`config.mk`:
```
export PLATFORM = sky130hd
export DESIGN_NAME = json_tokenizer
export DESIGN_NICKNAME = d
export VERILOG_FILES = /design/src/rtl/jtok_pkg.sv /design/src/rtl/jtok_lexer.sv /design/src/rtl/jtok_outq.sv /design/src/rtl/json_tokenizer.sv
export SDC_FILE = /design/constraint.sdc
export NUM_CORES = 1
export LEC_CHECK = 0
export CORE_ASPECT_RATIO = 1.4
export CORE_MARGIN = 3
export CORE_UTILIZATION = 56
export CTS_CLUSTER_DIAMETER = 80
export DETAILED_ROUTE_END_ITERATION = 8
export DONT_BUFFER_PORTS = 1
export GPL_TIMING_DRIVEN = 0
export HOLD_SLACK_MARGIN = 0.12
export PLACE_DENSITY = 0.79
export SYNTH_ARGS = -nofsm -noshare
export SYNTH_HDL_FRONTEND = slang
export SYNTH_SLANG_ARGS = --single-unit
```
`constraint.sdc`:
```
create_clock -name i_clk -period 15.9 [get_ports i_clk]
set_input_delay 2.385 -clock i_clk [delete_from_list [all_inputs] [get_ports i_clk]]
set_output_delay 2.385 -clock i_clk [all_outputs]
set_load 0.05 [all_outputs]
```
`src/rtl/jtok_pkg.sv`:
```
// Package for the JSON tokenizer: token codes, lexer modes, result types and helper functions.
package jtok_pkg;

    localparam int MAX_STRING = 256;
    localparam int QDEPTH     = 4;
    localparam int QAW        = $clog2(QDEPTH);

    localparam logic [30:0] C_INT_MAX = 31'h7FFF_FFFF;

    // Status codes
    localparam logic [2:0] ST_OK       = 3'd0;
    localparam logic [2:0] ST_UNEXP    = 3'd1;
    localparam logic [2:0] ST_TOO_LONG = 3'd2;
    localparam logic [2:0] ST_END_STR  = 3'd3;
    localparam logic [2:0] ST_INT_SAT  = 3'd4;

    // Character codes
    localparam logic [7:0] CH_SP     = 8'h20;
    localparam logic [7:0] CH_LF     = 8'h0A;
    localparam logic [7:0] CH_CR     = 8'h0D;
    localparam logic [7:0] CH_TAB    = 8'h09;
    localparam logic [7:0] CH_FF     = 8'h0C;
    localparam logic [7:0] CH_LBRACE = 8'h7B;
    localparam logic [7:0] CH_RBRACE = 8'h7D;
    localparam logic [7:0] CH_LSQ    = 8'h5B;
    localparam logic [7:0] CH_RSQ    = 8'h5D;
    localparam logic [7:0] CH_COLON  = 8'h3A;
    localparam logic [7:0] CH_COMMA  = 8'h2C;
    localparam logic [7:0] CH_QUOTE  = 8'h22;
    localparam logic [7:0] CH_APOS   = 8'h27;
    localparam logic [7:0] CH_SLASH  = 8'h2F;
    localparam logic [7:0] CH_STAR   = 8'h2A;
    localparam logic [7:0] CH_BSL    = 8'h5C;
    localparam logic [7:0] CH_0      = 8'h30;
    localparam logic [7:0] CH_9      = 8'h39;
    localparam logic [7:0] CH_A      = 8'h61;
    localparam logic [7:0] CH_B      = 8'h62;
    localparam logic [7:0] CH_F      = 8'h66;
    localparam logic [7:0] CH_N      = 8'h6E;
    localparam logic [7:0] CH_R      = 8'h72;
    localparam logic [7:0] CH_T      = 8'h74;
    localparam logic [7:0] CH_V      = 8'h76;

    // Register index
    localparam logic REG_STRING_LIMIT = 1'b0;

    typedef enum logic [3:0] {
        K_LBRACE  = 4'd0,
        K_RBRACE  = 4'd1,
        K_LSQUARE = 4'd2,
        K_RSQUARE = 4'd3,
        K_COLON   = 4'd4,
        K_COMMA   = 4'd5,
        K_INT     = 4'd6,
        K_SCHAR   = 4'd7,
        K_SEND    = 4'd8,
        K_EOF     = 4'd9,
        K_ERROR   = 4'd10
    } t_kind;

    typedef enum logic [3:0] {
        M_IDLE  = 4'd0,
        M_SLASH = 4'd1,
        M_LINE  = 4'd2,
        M_BLOCK = 4'd3,
        M_BSTAR = 4'd4,
        M_INT   = 4'd5,
        M_STR   = 4'd6,
        M_ESC   = 4'd7
    } t_mode;

    typedef struct packed {
        t_kind       kind;
        logic [30:0] int_value;
        logic [7:0]  char_value;
        logic [7:0]  length;
        logic [2:0]  status;
        logic        last;
    } t_result;

    // Results produced by one byte, handed to the output queue
    typedef struct packed {
        logic [1:0] count;
        t_result    r0;
        t_result    r1;
    } t_push;

    typedef struct packed {
        logic       emit;
        t_kind      kind;
        logic [2:0] status;
        t_mode      mode;
    } t_cls;

    typedef struct packed {
        logic       known;
        logic [7:0] ch;
    } t_esc;

    function automatic t_result mk(input t_kind kind, input logic [30:0] iv,
                                   input logic [7:0] cv, input logic [7:0] len,
                                   input logic [2:0] st);
        t_result r;
        r.kind       = kind;
        r.int_value  = iv;
        r.char_value = cv;
        r.length     = len;
        r.status     = st;
        r.last       = 1'b0;
        return r;
    endfunction

    function automatic logic is_digit(input logic [7:0] b);
        return (b >= CH_0) && (b <= CH_9);
    endfunction

    // Classify a byte seen in idle mode
    function automatic t_cls idle_cls(input logic [7:0] b);
        t_cls c;
        c.emit   = 1'b0;
        c.kind   = K_ERROR;
        c.status = ST_OK;
        c.mode   = M_IDLE;
        case (b)
            CH_SP, CH_LF, CH_CR, CH_TAB, CH_FF: c.emit = 1'b0;
            CH_LBRACE: begin c.emit = 1'b1; c.kind = K_LBRACE;  end
            CH_RBRACE: begin c.emit = 1'b1; c.kind = K_RBRACE;  end
            CH_LSQ:    begin c.emit = 1'b1; c.kind = K_LSQUARE; end
            CH_RSQ:    begin c.emit = 1'b1; c.kind = K_RSQUARE; end
            CH_COLON:  begin c.emit = 1'b1; c.kind = K_COLON;   end
            CH_COMMA:  begin c.emit = 1'b1; c.kind = K_COMMA;   end
            CH_QUOTE:  c.mode = M_STR;
            CH_SLASH:  c.mode = M_SLASH;
            default: begin
                if (is_digit(b)) begin
                    c.mode = M_INT;
                end else begin
                    c.emit   = 1'b1;
                    c.kind   = K_ERROR;
                    c.status = ST_UNEXP;
                end
            end
        endcase
        return c;
    endfunction

    function automatic t_esc translate(input logic [7:0] b);
        t_esc e;
        e.known = 1'b1;
        e.ch    = b;
        case (b)
            CH_A:     e.ch = 8'd7;
            CH_B:     e.ch = 8'd8;
            CH_F:     e.ch = 8'd12;
            CH_N:     e.ch = 8'd10;
            CH_R:     e.ch = 8'd13;
            CH_T:     e.ch = 8'd9;
            CH_V:     e.ch = 8'd11;
            CH_BSL:   e.ch = CH_BSL;
            CH_QUOTE: e.ch = CH_QUOTE;
            CH_APOS:  e.ch = CH_APOS;
            default:  e.known = 1'b0;
        endcase
        return e;
    endfunction

endpackage

```
`src/rtl/jtok_lexer.sv`:
```
// Lexer stage: input byte register, lexer state and single-pass result logic.
module jtok_lexer (
    input  logic                      i_clk,
    input  logic                      i_rst_n,
    input  logic                      i_valid,
    output logic                      o_ready,
    input  logic [7:0]                i_byte,
    input  logic                      i_end,
    input  logic [7:0]                i_limit,
    input  logic [jtok_pkg::QAW:0]    i_free,
    output jtok_pkg::t_push           o_push
);

    logic                r_in_valid;
    logic [7:0]          r_in_byte;
    logic                r_in_end;

    jtok_pkg::t_mode     r_mode, n_mode;
    logic [30:0]         r_acc, n_acc;
    logic                r_sat, n_sat;
    logic [7:0]          r_cnt, n_cnt;

    logic [7:0]          w_lim0, w_lim;
    logic [7:0]          w_cnt_inc;
    logic                w_hit;
    logic [34:0]         w_sum;
    logic                w_over;
    jtok_pkg::t_cls      w_cls;
    jtok_pkg::t_esc      w_esc;
    jtok_pkg::t_result   w_idle_res;
    jtok_pkg::t_result   w_p, w_t, w_o0, w_o1;
    logic                w_pv, w_tv;
    logic [1:0]          w_n;
    logic                w_fire;

    // Effective string limit
    always_comb begin
        w_lim0 = (i_limit == 8'd0) ? 8'd1 : i_limit;
        w_lim  = w_lim0;
        if (13'(w_lim0) > 13'(jtok_pkg::MAX_STRING - 1)) begin
            w_lim = 8'(jtok_pkg::MAX_STRING - 1);
        end
    end

    assign w_cnt_inc = r_cnt + 8'd1;
    assign w_hit     = (w_cnt_inc >= w_lim);

    // acc * 10 + digit as two shifted adds
    assign w_sum  = 35'({r_acc, 3'b000}) + 35'({r_acc, 1'b0}) + 35'(r_in_byte[3:0]);
    assign w_over = (w_sum > 35'(jtok_pkg::C_INT_MAX));

    assign w_cls = jtok_pkg::idle_cls(r_in_byte);
    assign w_esc = jtok_pkg::translate(r_in_byte);
    assign w_idle_res = jtok_pkg::mk(w_cls.kind, 31'd0,
                                     (w_cls.kind == jtok_pkg::K_ERROR) ? r_in_byte : 8'd0,
                                     8'd0, w_cls.status);

    // Results: an optional leading result, then an optional trailing one
    always_comb begin
        w_pv = 1'b0;
        w_tv = 1'b0;
        w_p  = '0;
        w_t  = '0;
        if (r_in_end) begin
            case (r_mode)
                jtok_pkg::M_SLASH: begin
                    w_pv = 1'b1;
                    w_p  = jtok_pkg::mk(jtok_pkg::K_ERROR, 31'd0, jtok_pkg::CH_SLASH, 8'd0,
                                        jtok_pkg::ST_UNEXP);
                end
                jtok_pkg::M_INT: begin
                    w_pv = 1'b1;
                    w_p  = jtok_pkg::mk(jtok_pkg::K_INT, r_acc, 8'd0, 8'd0,
                                        r_sat ? jtok_pkg::ST_INT_SAT : jtok_pkg::ST_OK);
                end
                jtok_pkg::M_STR, jtok_pkg::M_ESC: begin
                    w_pv = 1'b1;
                    w_p  = jtok_pkg::mk(jtok_pkg::K_SEND, 31'd0, 8'd0, r_cnt,
                                        jtok_pkg::ST_END_STR);
                end
                default: w_pv = 1'b0;
            endcase
            w_tv = 1'b1;
            w_t  = jtok_pkg::mk(jtok_pkg::K_EOF, 31'd0, 8'd0, 8'd0, jtok_pkg::ST_OK);
        end else begin
            case (r_mode)
                jtok_pkg::M_SLASH: begin
                    if (r_in_byte != jtok_pkg::CH_SLASH && r_in_byte != jtok_pkg::CH_STAR) begin
                        w_pv = 1'b1;
                        w_p  = jtok_pkg::mk(jtok_pkg::K_ERROR, 31'd0, jtok_pkg::CH_SLASH,
                                            8'd0, jtok_pkg::ST_UNEXP);
                        w_tv = w_cls.emit;
                        w_t  = w_idle_res;
                    end
                end
                jtok_pkg::M_LINE, jtok_pkg::M_BLOCK, jtok_pkg::M_BSTAR: w_pv = 1'b0;
                jtok_pkg::M_INT: begin
                    if (!jtok_pkg::is_digit(r_in_byte)) begin
                        w_pv = 1'b1;
                        w_p  = jtok_pkg::mk(jtok_pkg::K_INT, r_acc, 8'd0, 8'd0,
                                            r_sat ? jtok_pkg::ST_INT_SAT : jtok_pkg::ST_OK);
                        w_tv = w_cls.emit;
                        w_t  = w_idle_res;
                    end
                end
                jtok_pkg::M_STR: begin
                    if (r_in_byte == jtok_pkg::CH_QUOTE) begin
                        w_pv = 1'b1;
                        w_p  = jtok_pkg::mk(jtok_pkg::K_SEND, 31'd0, 8'd0, r_cnt,
                                            jtok_pkg::ST_OK);
                    end else if (r_in_byte != jtok_pkg::CH_BSL) begin
                        w_pv = 1'b1;
                        w_p  = jtok_pkg::mk(jtok_pkg::K_SCHAR, 31'd0, r_in_byte, 8'd0,
                                            jtok_pkg::ST_OK);
                        w_tv = w_hit;
                        w_t  = jtok_pkg::mk(jtok_pkg::K_SEND, 31'd0, 8'd0, w_cnt_inc,
                                            jtok_pkg::ST_TOO_LONG);
                    end
                end
                jtok_pkg::M_ESC: begin
                    w_pv = 1'b1;
                    w_p  = jtok_pkg::mk(jtok_pkg::K_SCHAR, 31'd0, w_esc.ch, 8'd0,
                                        w_esc.known ? jtok_pkg::ST_OK : jtok_pkg::ST_UNEXP);
                    w_tv = w_hit;
                    w_t  = jtok_pkg::mk(jtok_pkg::K_SEND, 31'd0, 8'd0, w_cnt_inc,
                                        jtok_pkg::ST_TOO_LONG);
                end
                default: begin
                    w_tv = w_cls.emit;
                    w_t  = w_idle_res;
                end
            endcase
        end
    end

    // Pack results to the front and mark the last one
    always_comb begin
        w_o1 = '0;
        if (w_pv) begin
            w_o0 = w_p;
            w_o1 = w_t;
            w_n  = w_tv ? 2'd2 : 2'd1;
        end else begin
            w_o0 = w_t;
            w_n  = w_tv ? 2'd1 : 2'd0;
        end
        if (w_n == 2'd2) begin
            w_o1.last = 1'b1;
        end else begin
            w_o0.last = 1'b1;
        end
    end

    // Next lexer state
    always_comb begin
        n_mode = r_mode;
        n_acc  = r_acc;
        n_sat  = r_sat;
        n_cnt  = r_cnt;
        if (r_in_end) begin
            n_mode = jtok_pkg::M_IDLE;
            n_acc  = 31'd0;
            n_sat  = 1'b0;
            n_cnt  = 8'd0;
        end else begin
            case (r_mode)
                jtok_pkg::M_SLASH: begin
                    if (r_in_byte == jtok_pkg::CH_SLASH) begin
                        n_mode = jtok_pkg::M_LINE;
                    end else if (r_in_byte == jtok_pkg::CH_STAR) begin
                        n_mode = jtok_pkg::M_BLOCK;
                    end else begin
                        n_mode = w_cls.mode;
                    end
                end
                jtok_pkg::M_LINE: begin
                    if (r_in_byte == jtok_pkg::CH_LF) n_mode = jtok_pkg::M_IDLE;
                end
                jtok_pkg::M_BLOCK: begin
                    if (r_in_byte == jtok_pkg::CH_STAR) n_mode = jtok_pkg::M_BSTAR;
                end
                jtok_pkg::M_BSTAR: begin
                    if (r_in_byte == jtok_pkg::CH_SLASH) begin
                        n_mode = jtok_pkg::M_IDLE;
                    end else if (r_in_byte != jtok_pkg::CH_STAR) begin
                        n_mode = jtok_pkg::M_BLOCK;
                    end
                end
                jtok_pkg::M_INT: begin
                    if (jtok_pkg::is_digit(r_in_byte)) begin
                        n_acc = w_over ? jtok_pkg::C_INT_MAX : w_sum[30:0];
                        n_sat = r_sat | w_over;
                    end else begin
                        n_mode = w_cls.mode;
                        n_acc  = 31'd0;
                        n_sat  = 1'b0;
                    end
                end
                jtok_pkg::M_STR: begin
                    if (r_in_byte == jtok_pkg::CH_QUOTE) begin
                        n_mode = jtok_pkg::M_IDLE;
                        n_cnt  = 8'd0;
                    end else if (r_in_byte == jtok_pkg::CH_BSL) begin
                        n_mode = jtok_pkg::M_ESC;
                    end else begin
                        n_mode = w_hit ? jtok_pkg::M_IDLE : jtok_pkg::M_STR;
                        n_cnt  = w_hit ? 8'd0 : w_cnt_inc;
                    end
                end
                jtok_pkg::M_ESC: begin
                    n_mode = w_hit ? jtok_pkg::M_IDLE : jtok_pkg::M_STR;
                    n_cnt  = w_hit ? 8'd0 : w_cnt_inc;
                end
                default: begin
                    n_mode = w_cls.mode;
                end
            endcase
            // Entering a token from idle-style dispatch
            if (r_mode != jtok_pkg::M_INT && r_mode != jtok_pkg::M_STR &&
                r_mode != jtok_pkg::M_ESC && r_mode != jtok_pkg::M_LINE &&
                r_mode != jtok_pkg::M_BLOCK && r_mode != jtok_pkg::M_BSTAR) begin
                if (w_cls.mode == jtok_pkg::M_INT && n_mode == jtok_pkg::M_INT) begin
                    n_acc = 31'(r_in_byte[3:0]);
                    n_sat = 1'b0;
                end
                if (w_cls.mode == jtok_pkg::M_STR && n_mode == jtok_pkg::M_STR) begin
                    n_cnt = 8'd0;
                end
            end
        end
    end

    assign w_fire  = r_in_valid && ((jtok_pkg::QAW + 1)'(w_n) <= i_free);
    assign o_ready = !r_in_valid || w_fire;

    always_comb begin
        o_push.count = w_fire ? w_n : 2'd0;
        o_push.r0    = w_o0;
        o_push.r1    = w_o1;
    end

    always_ff @(posedge i_clk) begin
        if (!i_rst_n) begin
            r_in_valid <= 1'b0;
        end else if (o_ready) begin
            r_in_valid <= i_valid;
        end
    end

    always_ff @(posedge i_clk) begin
        if (o_ready && i_valid) begin
            r_in_byte <= i_byte;
            r_in_end  <= i_end;
        end
    end

    always_ff @(posedge i_clk) begin
        if (!i_rst_n) begin
            r_mode <= jtok_pkg::M_IDLE;
            r_acc  <= 31'd0;
            r_sat  <= 1'b0;
            r_cnt  <= 8'd0;
        end else if (w_fire) begin
            r_mode <= n_mode;
            r_acc  <= n_acc;
            r_sat  <= n_sat;
            r_cnt  <= n_cnt;
        end
    end

endmodule

```
`src/rtl/jtok_outq.sv`:
```
// Result queue: takes up to two results per cycle, delivers one per transfer.
module jtok_outq (
    input  logic                      i_clk,
    input  logic                      i_rst_n,
    input  jtok_pkg::t_push           i_push,
    output logic [jtok_pkg::QAW:0]    o_free,
    output logic                      o_valid,
    input  logic                      i_ready,
    output jtok_pkg::t_result         o_result
);

    jtok_pkg::t_result                r_mem [jtok_pkg::QDEPTH];
    logic [jtok_pkg::QAW-1:0]         r_wr, r_rd;
    logic [jtok_pkg::QAW:0]           r_count;
    logic [jtok_pkg::QAW-1:0]         w_wr1;
    logic                             w_pop;

    assign o_valid  = (r_count != '0);
    assign w_pop    = o_valid && i_ready;
    assign o_free   = (jtok_pkg::QAW + 1)'(jtok_pkg::QDEPTH) - r_count
                    + (jtok_pkg::QAW + 1)'(w_pop);
    assign w_wr1    = r_wr + jtok_pkg::QAW'(1);
    assign o_result = r_mem[r_rd];

    always_ff @(posedge i_clk) begin
        if (i_push.count != 2'd0) begin
            r_mem[r_wr] <= i_push.r0;
        end
        if (i_push.count == 2'd2) begin
            r_mem[w_wr1] <= i_push.r1;
        end
    end

    always_ff @(posedge i_clk) begin
        if (!i_rst_n) begin
            r_wr    <= '0;
            r_rd    <= '0;
            r_count <= '0;
        end else begin
            r_wr    <= r_wr + jtok_pkg::QAW'(i_push.count);
            r_rd    <= r_rd + jtok_pkg::QAW'(w_pop);
            r_count <= r_count + (jtok_pkg::QAW + 1)'(i_push.count)
                     - (jtok_pkg::QAW + 1)'(w_pop);
        end
    end

endmodule

```
`src/rtl/json_tokenizer.sv`:
```
// Path: an accepted byte is held in the lexer input register; its results are written to
// the result queue, which drives m_axis. Throughput: one byte per cycle while the queue
// has room for its results; a second result from one byte is absorbed by the four-entry
// queue. The lexer state update (byte in, mode/accumulator/count out) is the feedback loop.
// Reset: synchronous, active low; returns the lexer to idle, empties the queue and sets
// string_limit to 255. No clearing pass.
module json_tokenizer (
    input  logic        i_clk,
    input  logic        i_rst_n,
    input  logic        s_axis_tvalid,
    output logic        s_axis_tready,
    input  logic [7:0]  s_axis_tdata,   // [7:0] byte_in
    input  logic        s_axis_tlast,   // end_of_input
    output logic        m_axis_tvalid,
    input  logic        m_axis_tready,
    output logic [55:0] m_axis_tdata,   // [30:0] int_value, [38:31] char_value,
                                        // [46:39] string_length, [49:47] status, rest zero
    output logic [3:0]  m_axis_tuser,   // [3:0] token_kind
    output logic        m_axis_tlast,   // last_of_step
    input  logic        psel,
    input  logic        penable,
    input  logic        pwrite,
    input  logic [2:0]  paddr,
    input  logic [31:0] pwdata,
    output logic [31:0] prdata,
    output logic        pready
);

    logic [7:0]                 r_string_limit;
    jtok_pkg::t_push            w_push;
    logic [jtok_pkg::QAW:0]     w_free;
    jtok_pkg::t_result          w_res;

    assign pready = 1'b1;
    assign prdata = (paddr[2] == jtok_pkg::REG_STRING_LIMIT) ? {24'd0, r_string_limit} : 32'd0;

    always_ff @(posedge i_clk) begin
        if (!i_rst_n) begin
            r_string_limit <= 8'd255;
        end else if (psel && penable && pwrite && pready
                     && paddr[2] == jtok_pkg::REG_STRING_LIMIT) begin
            r_string_limit <= pwdata[7:0];
        end
    end

    jtok_lexer u_lexer (
        .i_clk   (i_clk),
        .i_rst_n (i_rst_n),
        .i_valid (s_axis_tvalid),
        .o_ready (s_axis_tready),
        .i_byte  (s_axis_tdata),
        .i_end   (s_axis_tlast),
        .i_limit (r_string_limit),
        .i_free  (w_free),
        .o_push  (w_push)
    );

    jtok_outq u_outq (
        .i_clk    (i_clk),
        .i_rst_n  (i_rst_n),
        .i_push   (w_push),
        .o_free   (w_free),
        .o_valid  (m_axis_tvalid),
        .i_ready  (m_axis_tready),
        .o_result (w_res)
    );

    assign m_axis_tdata = {6'd0, w_res.status, w_res.length, w_res.char_value, w_res.int_value};
    assign m_axis_tuser = w_res.kind;
    assign m_axis_tlast = w_res.last;

endmodule

```
==> flow_summary.toml, run 1 <==
[logic_synthesis]
async_flop_share = 0
ys.warnings.count = 0
syn_area_mm2 = 0.0158
ys_ff_latch = 289
yosys.cell_types.count = 80
synth_edf_count = 101
synth_top_flop_cell = "dfxtp_1"
postSynthAreaPerCell_um2 = 10.4
synthCells = 1509
ys_seq_area_frac = 0.431

[timing]
slew_violations = 0
fin_crit_ps = 7600
final.period_utilization = 0.478
fin_skew_ps = 14.5
slew_headroom = 0.0801
final.setup.tns_ps = 0
tightestPinTransition_ps = 1370
max_freq_mhz = 132
setup_viol = 0
timing.hold.ws_ps = 465
rsz0062_at_grt = "no"
fin_ws_ps = 8300
finalHoldViolCount = 0

[setup_path]
reg2reg_from = "u_lexer.r_in_byte[7]$_DFFE_PP_"
ff2ff_path_depth = 19
path_delay_family = "buffers and inverters"
cp_slowest_cell = "nor2_1"
crit_type = "reg2reg"
crit_top_cell = "clkbuf_1"
cp_data_required_time_ps = 16090
crit_path_end_kind = "flip-flop"
cp_data_arrival_time_ps = 7790
crit-reg2reg-capture = "u_outq.r_mem[3][13]$_DFFE_PP_"
cp_max_fo = 23
cpPeakStageDelay_ps = 980
cp_cell_sequence = "nor3_2, a41oi_1, a21o_1, o31ai_4, inv_2, clkbuf_1, ha_1, clkbuf_1, inv_1, ha_1, nand2_1, o211ai_1, and2_1, buf_2, o21ai_1, nor2_1, nor2_1, clkbuf_1, inv_1"
ff2ff_setup_slack_ps = 8300
start_kind = "flip-flop"
cp.buffers_inverters = 7

[pwr]
power_frac_clock = 0.359
p_per_area_mw_per_mm2 = 116
combPwrFrac = 0.236
p_sw_mw = 0.679
ir_worst_vdd_mv = 0.124
sw_frac_of_total = 0.337
power.share.sequential = 0.405
p_int_mw = 1.33
p_leak_nw = 6.64

[worst_hold_path]
hold_path_depth = 1
worstHoldEndpoint = "u_outq.r_mem[0][31]$_SDFFE_PP0P_"
min_path_type = "reg2reg"
hold_start = "u_outq.r_mem[0][31]$_SDFFE_PP0P_"

[clock_tree]
numCtsBuffers = 29
cts_tree = "yes"
cts_resized = 0
clk_path_buf_depth = 3
postCtsHoldBufs = 0
clkLatencyLatePin_ps = 580
cts_sinks = 289
post-cts-setup-buffers = 0
cts.clk_slew.worst_paths_ps = 70
root_buffer = "clkbuf_16"
cts_htree_levels = 1

[final_layout]
layout_common_cells = "dfxtp_1, a32o_1, nand2_1"
num-nets-final = 1704
final_common_cell = "dfxtp_1"
drive_gt1_frac = 0.114
fin_cells = 1962
area_delta_synth_final_pct = 10.1
utilization = 0.627
num_antenna_cells = 0

[route]
wire_per_inst_um = 22.9
via_per_inst = 6.61
drt_pre_antenna_iters = 6
drc = 0
via_count = 13000
drtAntennaViolNets = 0
drt_iter0_drc = 1228
wl_mm = 44.9

[placement]
gp_congestion = 0.964
dp_hpwl_mm = 32.5
numPlacedInstances = 1908
pre_cts_slack_ps = 8440
io_buffers = 0

[floorplanning]
top_level_ports = 147
die_x_um = 148
dieArea_mm2 = 0.0302
start_util = 0.570
core_area_mm2 = 0.0277
die_h_um = 204
core.rowCount = 72

[global_routing]
track_usage = 0.291
grt_pass1_wl_mm = 69.6
grt_max_degree = 24
grt_pass1_vias = 12800
antenna_found_initial = 0
overflow = 0

[job]
drv_cap = 0

[outcome]
outcome = "complete, no violations"
[cell type report]
type	count	area, um^2
fill	2282	10300
multi-input combinational	1055	8180
sequential	289	6800
clock buffer	35	800
buffer	148	721
tap	370	463
clock inverter	19	209
inverter	46	173
[worst max path at each step]
stage,start,cells past startpoint,to
after floorplan,m_axis_tready,10,s_axis_tready
after global placement,u_lexer.r_in_byte[7]$_DFFE_PP_,19,u_outq.r_mem[0][16]$_DFFE_PP_
after detailed placement,u_lexer.r_in_byte[7]$_DFFE_PP_,19,u_outq.r_mem[3][15]$_DFFE_PP_
after CTS,u_lexer.r_in_byte[7]$_DFFE_PP_,19,u_outq.r_mem[3][16]$_DFFE_PP_
after global routing,u_lexer.r_in_byte[7]$_DFFE_PP_,19,u_outq.r_mem[3][16]$_DFFE_PP_
final,u_lexer.r_in_byte[7]$_DFFE_PP_,19,u_outq.r_mem[3][13]$_DFFE_PP_
[through the flow]
step           cell area [um^2]  power [mW]
6_report                  17300        2.01
5_1_grt                   17300        2.08
4_1_cts                   17300        2.02
3_5_place_dp              16300        1.30
3_3_place_gp              16300        1.30
2_1_floorplan             15900        1.19
[power groups by stage]
| stage | clock, mW | combinational (mW) | sequential [mW] |
|---|---|---|---|
| floorplan | 0 | 0.371 | 0.824 |
| global placement | 0 | 0.471 | 0.828 |
| detailed placement | 0 | 0.474 | 0.830 |
| CTS | 0.725 | 0.476 | 0.814 |
| global route | 0.755 | 0.504 | 0.817 |
| finish | 0.722 | 0.476 | 0.815 |
[synthesized netlist by cell type (26+ instances only)]
master / instances / area, um^2
mux4_2: 55 / 1240
ha_1: 81 / 1010
dfxtp_1: 188 / 3760
nand2_1: 120 / 450
a32o_1: 132 / 1320
edfxtp_1: 101 / 3030
xnor2_1: 30 / 263
nor3_1: 28 / 140
a21oi_1: 68 / 340
o22ai_1: 31 / 194
nor2_1: 95 / 357
inv_1: 45 / 169
clkbuf_1: 88 / 330
nand3_1: 26 / 130
o21ai_0: 72 / 360
buf_4: 31 / 233
[registers in the layout, indices dropped and copies added (netlist names)]
register and count:
u_outq.r_wr 2, u_lexer.r_mode 4, u_outq.r_mem 220, u_lexer.r_in_byte 8
r_string_limit 8, u_lexer.r_acc 31, u_outq.r_count 3, u_lexer.r_sat 1
u_lexer.r_cnt 8, u_outq.r_rd 2, u_lexer.r_in_valid 1, u_lexer.r_in_end 1
[routing by layer]
metal,wire (um),up-vias,global-route usage,part of all wire
li1,-,5922,-,-
met3,3310,142,0.0450,0.074
met5,0,-,0,0
met2,23500,614,0.538,0.52
met1,16200,6287,0.333,0.36
met4,1940,0,0.123,0.043
[worst register-to-register path: stages, from the launching register on]
cell,delay [ps]
edfxtp_1,540
nor3_2,480
a41oi_1,450
a21o_1,330
o31ai_4,430
inv_2,150
clkbuf_1,280
ha_1,350
clkbuf_1,270
inv_1,120
ha_1,290
nand2_1,50
o211ai_1,140
and2_1,190
buf_2,260
o21ai_1,240
nor2_1,980
nor2_1,410
clkbuf_1,360
inv_1,870
[cells by family after synthesis]
group	share of synthesized area
AO/OA/AOI/OAI	0.232
AND/OR/NAND/NOR	0.107
flip-flops	0.431
buffers and inverters	0.0567
adder cells (fa/ha/maj)	0.0681
multiplexers	0.0806
XOR/XNOR	0.0233
other	0.000477
No activity file was read; power rests on OpenSTA's default activity.
==> run 2: changes to the inputs <==
--- a/config.mk
+++ b/config.mk
@@ -13,7 +13,7 @@
 export DONT_BUFFER_PORTS = 1
 export GPL_TIMING_DRIVEN = 0
 export HOLD_SLACK_MARGIN = 0.12
-export PLACE_DENSITY = 0.79
+export PLACE_DENSITY = 0.82
 export SYNTH_ARGS = -nofsm -noshare
 export SYNTH_HDL_FRONTEND = slang
 export SYNTH_SLANG_ARGS = --single-unit
==> constraint.sdc (replaced) <==
create_clock -name i_clk -period 6.7 [get_ports i_clk]
set_input_delay 1.005 -clock i_clk [delete_from_list [all_inputs] [get_ports i_clk]]
set_output_delay 1.005 -clock i_clk [all_outputs]
set_load 0.05 [all_outputs]
==> run 2 against run 1 <==
- critical path depth increased by 3
- register-to-register slack worse by 8300 ps
- maximum frequency rose by 14%
- first-iteration DRC count is 15% higher
- highest routed layer unchanged
- global-route usage grew 1.1 points
- combinational power is 150% higher
- hold slack got worse by 5.1 ps
- critical path type unchanged
- largest power group unchanged
- sequential power grew 140%
- cell count increased by 0.97%
==> flow_summary.toml, run 2 (synthesis results as in run 1) <==
[final_layout]
area_delta_synth_final_pct = 11.2
fin_cells = 1981
ff_latch_area_mm2 = 0.00680
layout_common_cells = "dfxtp_1, a32o_1, nand2_1"
fillers = 2221
num-nets-final = 1723
reg_top3 = "u_outq.r_mem (220), u_lexer.r_acc (31)"
final_common_cell = "dfxtp_1"
num_antenna_cells = 0
drive_gt1_frac = 0.130
utilization = 0.634
multiInputGateArea_mm2 = 0.00823
largest_reg_flops = 220
top_register = "u_outq.r_mem"

[floorplanning]
core.rowCount = 72
top_level_ports = 147
start_util = 0.570
die_x_um = 148
core_area_mm2 = 0.0277
dieArea_mm2 = 0.0302
die_h_um = 204

[timing]
slew_violations = 0
setup_viol = 0
fin_skew_ps = 26.2
slew_headroom = 0.0851
max_freq_mhz = 150
final.setup.tns_ps = 0
rsz0062_at_grt = "yes"
fin_ws_ps = 26.6
fin_crit_ps = 6670
tightestPinTransition_ps = 1360
finalHoldViolCount = 0
final.period_utilization = 0.996

[global_routing]
grt_max_degree = 16
track_usage = 0.303
grt_pass1_vias = 13200
overflow = 0
antenna_found_initial = 0
grt_pass1_wl_mm = 72.3

[route]
wl_mm = 46.9
via_count = 13300
via_per_inst = 6.71
drc = 0
drt_pre_antenna_iters = 6
drtAntennaViolNets = 0
wire_per_inst_um = 23.7
drt_iter0_drc = 1408

[pwr]
ir_worst_vdd_mv = 0.232
p_per_area_mw_per_mm2 = 273
p_leak_nw = 6.68
p_total_mw = 4.79

[setup_path]
crit_path_end_kind = "flip-flop"
crit_type = "reg2reg"
cp_data_required_time_ps = 6970
cp_data_arrival_time_ps = 6940
start_kind = "flip-flop"
cp_max_fo = 12

[job]
drv_cap = 0

[clock_tree]
clkLatencyLatePin_ps = 600
cts_htree_levels = 1
root_buffer = "clkbuf_16"
cts_sinks = 289
numCtsBuffers = 29
cts_tree = "yes"
clk_path_buf_depth = 3
cts.clk_slew.worst_paths_ps = 60

[placement]
gp_congestion = 0.964
numPlacedInstances = 1908
dp_hpwl_mm = 33.1
pre_cts_slack_ps = -1170
io_buffers = 0

[worst_hold_path]
min_path_type = "reg2reg"

[outcome]
outcome = "complete, no violations"
## run 2: changes by cell type in the layout (fill, tap and decap cells not counted), moves of 3 or more
cell / previous run / this run
buf_4: 31 / 46
clkbuf_2: 0 / 3
clkinv_1: 0 / 5
clkinv_2: 7 / 2
clkinvlp_4: 3 / 8
inv_1: 45 / 41
nor2_1: 95 / 88
nor2_2: 0 / 6
## run 2: final timing paths
kind	start	endpoint	slack, ps	depth (start not counted)
max	u_lexer.r_cnt[1]$_SDFFE_PN0N_	u_outq.r_mem[2][10]$_DFFE_PP_	30	22
max reg2reg	u_lexer.r_cnt[1]$_SDFFE_PN0N_	u_outq.r_mem[2][10]$_DFFE_PP_	30	22
min	u_outq.r_mem[2][29]$_SDFFE_PP0N_	u_outq.r_mem[2][29]$_SDFFE_PP0N_	460	1
min reg2reg	u_outq.r_mem[2][29]$_SDFFE_PP0N_	u_outq.r_mem[2][29]$_SDFFE_PP0N_	460	1
## run 2: metal layers
metal / part of all wire / GRT usage / vias to the layer above
met2: 0.51 / 0.543 / 752
met1: 0.35 / 0.339 / 6408
met5: 0 / 0 / -
li1: - / - / 5954
met4: 0.060 / 0.176 / 0
met3: 0.079 / 0.0475 / 184
## run 2: layout make-up
class / instances / area share
flip-flops and latches: 289 / 0.388
well taps: 370 / 0.0264
plain buffers: 148 / 0.0414
inverters: 46 / 0.0107
repair inverters: 4 / 0.00171
clock inverters: 14 / 0.00928
clock buffers: 40 / 0.0466
repair buffers: 15 / 0.00643
multi-input cells: 1055 / 0.470
## run 2: timing repair
| action | 4_1_cts | 5_1_grt |
|---|---|---|
| resized for setup | 21 | 6 |
| buffers inserted | 3 | 12 |
| endpoints found under the hold margin | 0 | 0 |
| pin swaps | 0 | 1 |
| hold buffers | 0 | 0 |
| endpoints found under the setup margin | 124 | 225 |
| gates cloned | 4 | 0 |
## run 2: power by group
group          internal (mW)  switching, mW  total, mW
Clock                  0.971          0.708       1.68
Combinational          0.308          0.868       1.18
Sequential              1.90         0.0376       1.93
Total                   3.18           1.61       4.79
## run 2: critical path, stage by stage, from the launching register on
cell and delay (ps):
dfxtp_1 510, ha_1 370, nand3_1 160, nor2_1 170, xnor2_1 240, inv_1 140, ha_1 330, nor3_1 220
nor2_1 130, a311o_1 360, ha_1 280, clkbuf_1 330, inv_1 120, ha_1 290, nand2_1 50, o211ai_1 140
and2_1 200, nand2_1 240, nor3_1 1150, nor2_4 190, clkbuf_2 360, clkinvlp_4 130, buf_4 240
## run 2: through the flow
step	cell area [um^2]	hold slack, ps
after floorplan	15900	437
after global placement	16300	441
after detailed placement	16300	449
after CTS	17400	464
after global routing	17500	472
final	17500	460
==> run 3: changes to the inputs <==
--- a/config.mk
+++ b/config.mk
@@ -5,6 +5,7 @@
 export SDC_FILE = /design/constraint.sdc
 export NUM_CORES = 1
 export LEC_CHECK = 0
+export ABC_AREA = 1
 export CORE_ASPECT_RATIO = 1.4
 export CORE_MARGIN = 3
 export CORE_UTILIZATION = 56
@@ -14,6 +15,7 @@
 export GPL_TIMING_DRIVEN = 0
 export HOLD_SLACK_MARGIN = 0.12
 export PLACE_DENSITY = 0.82
+export RECOVER_POWER = 50
 export SYNTH_ARGS = -nofsm -noshare
 export SYNTH_HDL_FRONTEND = slang
 export SYNTH_SLANG_ARGS = --single-unit
==> constraint.sdc (replaced) <==
create_clock -name i_clk -period 6.7 [get_ports i_clk]
set_input_delay 0.335 -clock i_clk [delete_from_list [all_inputs] [get_ports i_clk]]
set_output_delay 0.335 -clock i_clk [all_outputs]
set_load 0.05 [all_outputs]
==> run 3 against run 2 <==
- clock skew decreased by 8.8 ps
- maximum frequency increased by 5.1%
- first-iteration DRC count increased by 24%
- non-clock buffer count increased by 5
- clock-buffer cell count unchanged
- synthesized area increased by 5.8%
- sequential power about the same
==> flow_summary.toml, run 3 <==
[setup_path]
crit_type = "reg2reg"
crit_path_end_kind = "flip-flop"
start_kind = "flip-flop"
cp_slowest_cell = "ha_1"
crit_top_cell = "inv_1"
cp_max_fo = 23
cp.buffers_inverters = 8
cp_data_required_time_ps = 6960
cpPeakStageDelay_ps = 470
path_delay_family = "simple AND/OR/NAND/NOR gates"
cp_data_arrival_time_ps = 6610

[clock_tree]
cts_sinks = 289
numCtsBuffers = 29
clkLatencyLatePin_ps = 590
cts.clk_slew.worst_paths_ps = 60
root_buffer = "clkbuf_16"
cts_htree_levels = 1
cts_tree = "yes"
clk_path_buf_depth = 3

[timing]
fin_ws_ps = 352
max_freq_mhz = 158
fin_skew_ps = 17.4
fin_crit_ps = 6350
timing.hold.ws_ps = 160
rsz0062_at_grt = "no"
final.setup.tns_ps = 0
setup_viol = 0
tightestPinTransition_ps = 1340
finalHoldViolCount = 0
slew_headroom = 0.122
final.period_utilization = 0.947
slew_violations = 0

[floorplanning]
core_area_mm2 = 0.0293
top_level_ports = 147
die_h_um = 210
die_x_um = 152
start_util = 0.569
core.rowCount = 74
dieArea_mm2 = 0.0319

[pwr]
sw_frac_of_total = 0.433
p_int_mw = 3.19
power_frac_clock = 0.299
p_per_area_mw_per_mm2 = 304
combPwrFrac = 0.354
p_leak_nw = 7.59
power.share.sequential = 0.347
p_sw_mw = 2.43
ir_worst_vdd_mv = 0.279
p_total_mw = 5.62

[logic_synthesis]
synth_top_flop_cell = "dfxtp_1"
ys.warnings.count = 0
postSynthAreaPerCell_um2 = 7.47
synth_edf_count = 101
synthMuxAreaShare = 0
synth_top_family_by_area = "simple AND/OR/NAND/NOR gates"
synthSimpleGateAreaFrac = 0.243
synthTopCellsByCount = "nand2_1, o21ai_0, nor2_1, nand3_1, dfxtp_1"
synth_most_common_cell = "nand2_1"
async_flop_share = 0
synth_top_area_share = 0.226
syn_area_mm2 = 0.0167
synth_adder_area_share = 0.0644
synth-xor-area-share = 0.0179
synthCells = 2231
yosys.cell_types.count = 58
synth_top_cell_by_area = "dfxtp_1"
synth_area_leaders = "dfxtp_1, edfxtp_1, nand2_1, o21ai_0, ha_1"
ys_ff_latch = 289
synth_compound_area_frac = 0.184
ys_seq_area_frac = 0.408

[global_routing]
grt_max_degree = 24
antenna_found_initial = 0
grt_pass1_vias = 15800
grt_pass1_wl_mm = 83.0
overflow = 0
track_usage = 0.327

[placement]
dpl-instance-area_mm2 = 0.0172
io_buffers = 0
pre_cts_slack_ps = -283
dp_hpwl_mm = 38.6
gp_congestion = 0.954
numPlacedInstances = 2640

[final_layout]
fin_area_mm2 = 0.0185
largest_reg_flops = 220
top_register = "u_outq.r_mem"
fillers = 2571
num_antenna_cells = 0
num-nets-final = 2446
drive_gt1_frac = 0.0711
layout_common_cells = "nand2_1, o21ai_0, nor2_1"
fin_cells = 2714
utilization = 0.632
area_delta_synth_final_pct = 10.9
final_common_cell = "nand2_1"
reg_top3 = "u_outq.r_mem (220), u_lexer.r_acc (31)"

[worst_hold_path]
min_path_type = "in2reg"

[outcome]
outcome = "complete, no violations"

[route]
drt_iter0_drc = 1751
via_per_inst = 6.13
via_count = 16600
drt_pre_antenna_iters = 8
wire_per_inst_um = 19.6
drc = 0
drtAntennaViolNets = 0
wl_mm = 53.3

[job]
drv_cap = 0
[run 3: logic make-up (layout without fill, tap and decap cells)]
group | after synthesis | in the layout
and+or+nand+nor | 949 | 949
AOI/OAI and AO/OA | 552 | 552
buffers and inverters | 321 | 395
DFF | 289 | 289
adders and majority gates | 84 | 84
xor gates and xnor gates | 34 | 34
other | 2 | 31
[run 3: worst reg2reg max path: cells and delay by family (launching register included)]
family,cells,cell delay (ps)
xor+xnor,1,170
fa+ha+maj,3,1080
flops,1,440
compound gates,5,840
simple gates,11,2150
buf+inv,8,1310
[run 3: power by group through the flow]
stage | sequential [mW] | combinational (mW) | clock [mW]
floorplan | 1.97 | 1.52 | 0
CTS | 1.95 | 1.94 | 1.67
detailed placement | 1.99 | 1.93 | 0
finish | 1.95 | 1.99 | 1.68
global route | 1.95 | 2.10 | 1.75
global placement | 1.98 | 1.90 | 0
[run 3: timing repair]
item / in CTS / in global routing
hold buffers: 24 / 0
endpoints found under the setup margin: 92 / 104
setup buffers: 0 / 0
endpoints found under the hold margin: 18 / 0
gates resized for setup: 4 / 9
[run 3: worst paths after layout]
kind | slack [ps] | startpoint | end | depth (start not counted)
max | 350 | u_lexer.r_cnt[0]$_SDFFE_PN0N_ | u_outq.r_mem[0][13]$_DFFE_PP_ | 28
max reg2reg | 350 | u_lexer.r_cnt[0]$_SDFFE_PN0N_ | u_outq.r_mem[0][13]$_DFFE_PP_ | 28
min | 160 | i_rst_n | u_outq.r_rd[0]$_SDFF_PN0_ | 3
min reg2reg | 480 | u_outq.r_mem[0][43]$_SDFFE_PP0P_ | u_outq.r_mem[0][43]$_SDFFE_PP0P_ | 2
[run 3: area by class of cell]
class	count	area, um^2	area share
clock inverters	14	159	0.00860
plain buffers	144	702	0.0380
well taps	380	475	0.0257
inverters	173	656	0.0355
clock buffers	40	808	0.0437
multi-input cells	1650	8650	0.468
repair buffers	24	240	0.0130
flip-flops and latches	289	6800	0.368
[run 3: routing by layer]
metal,GRT usage,up-vias,share of wire
met4,0.244,0,0.082
met2,0.551,958,0.49
li1,-,7706,-
met1,0.367,7734,0.34
met5,0,-,0
met3,0.0542,245,0.085
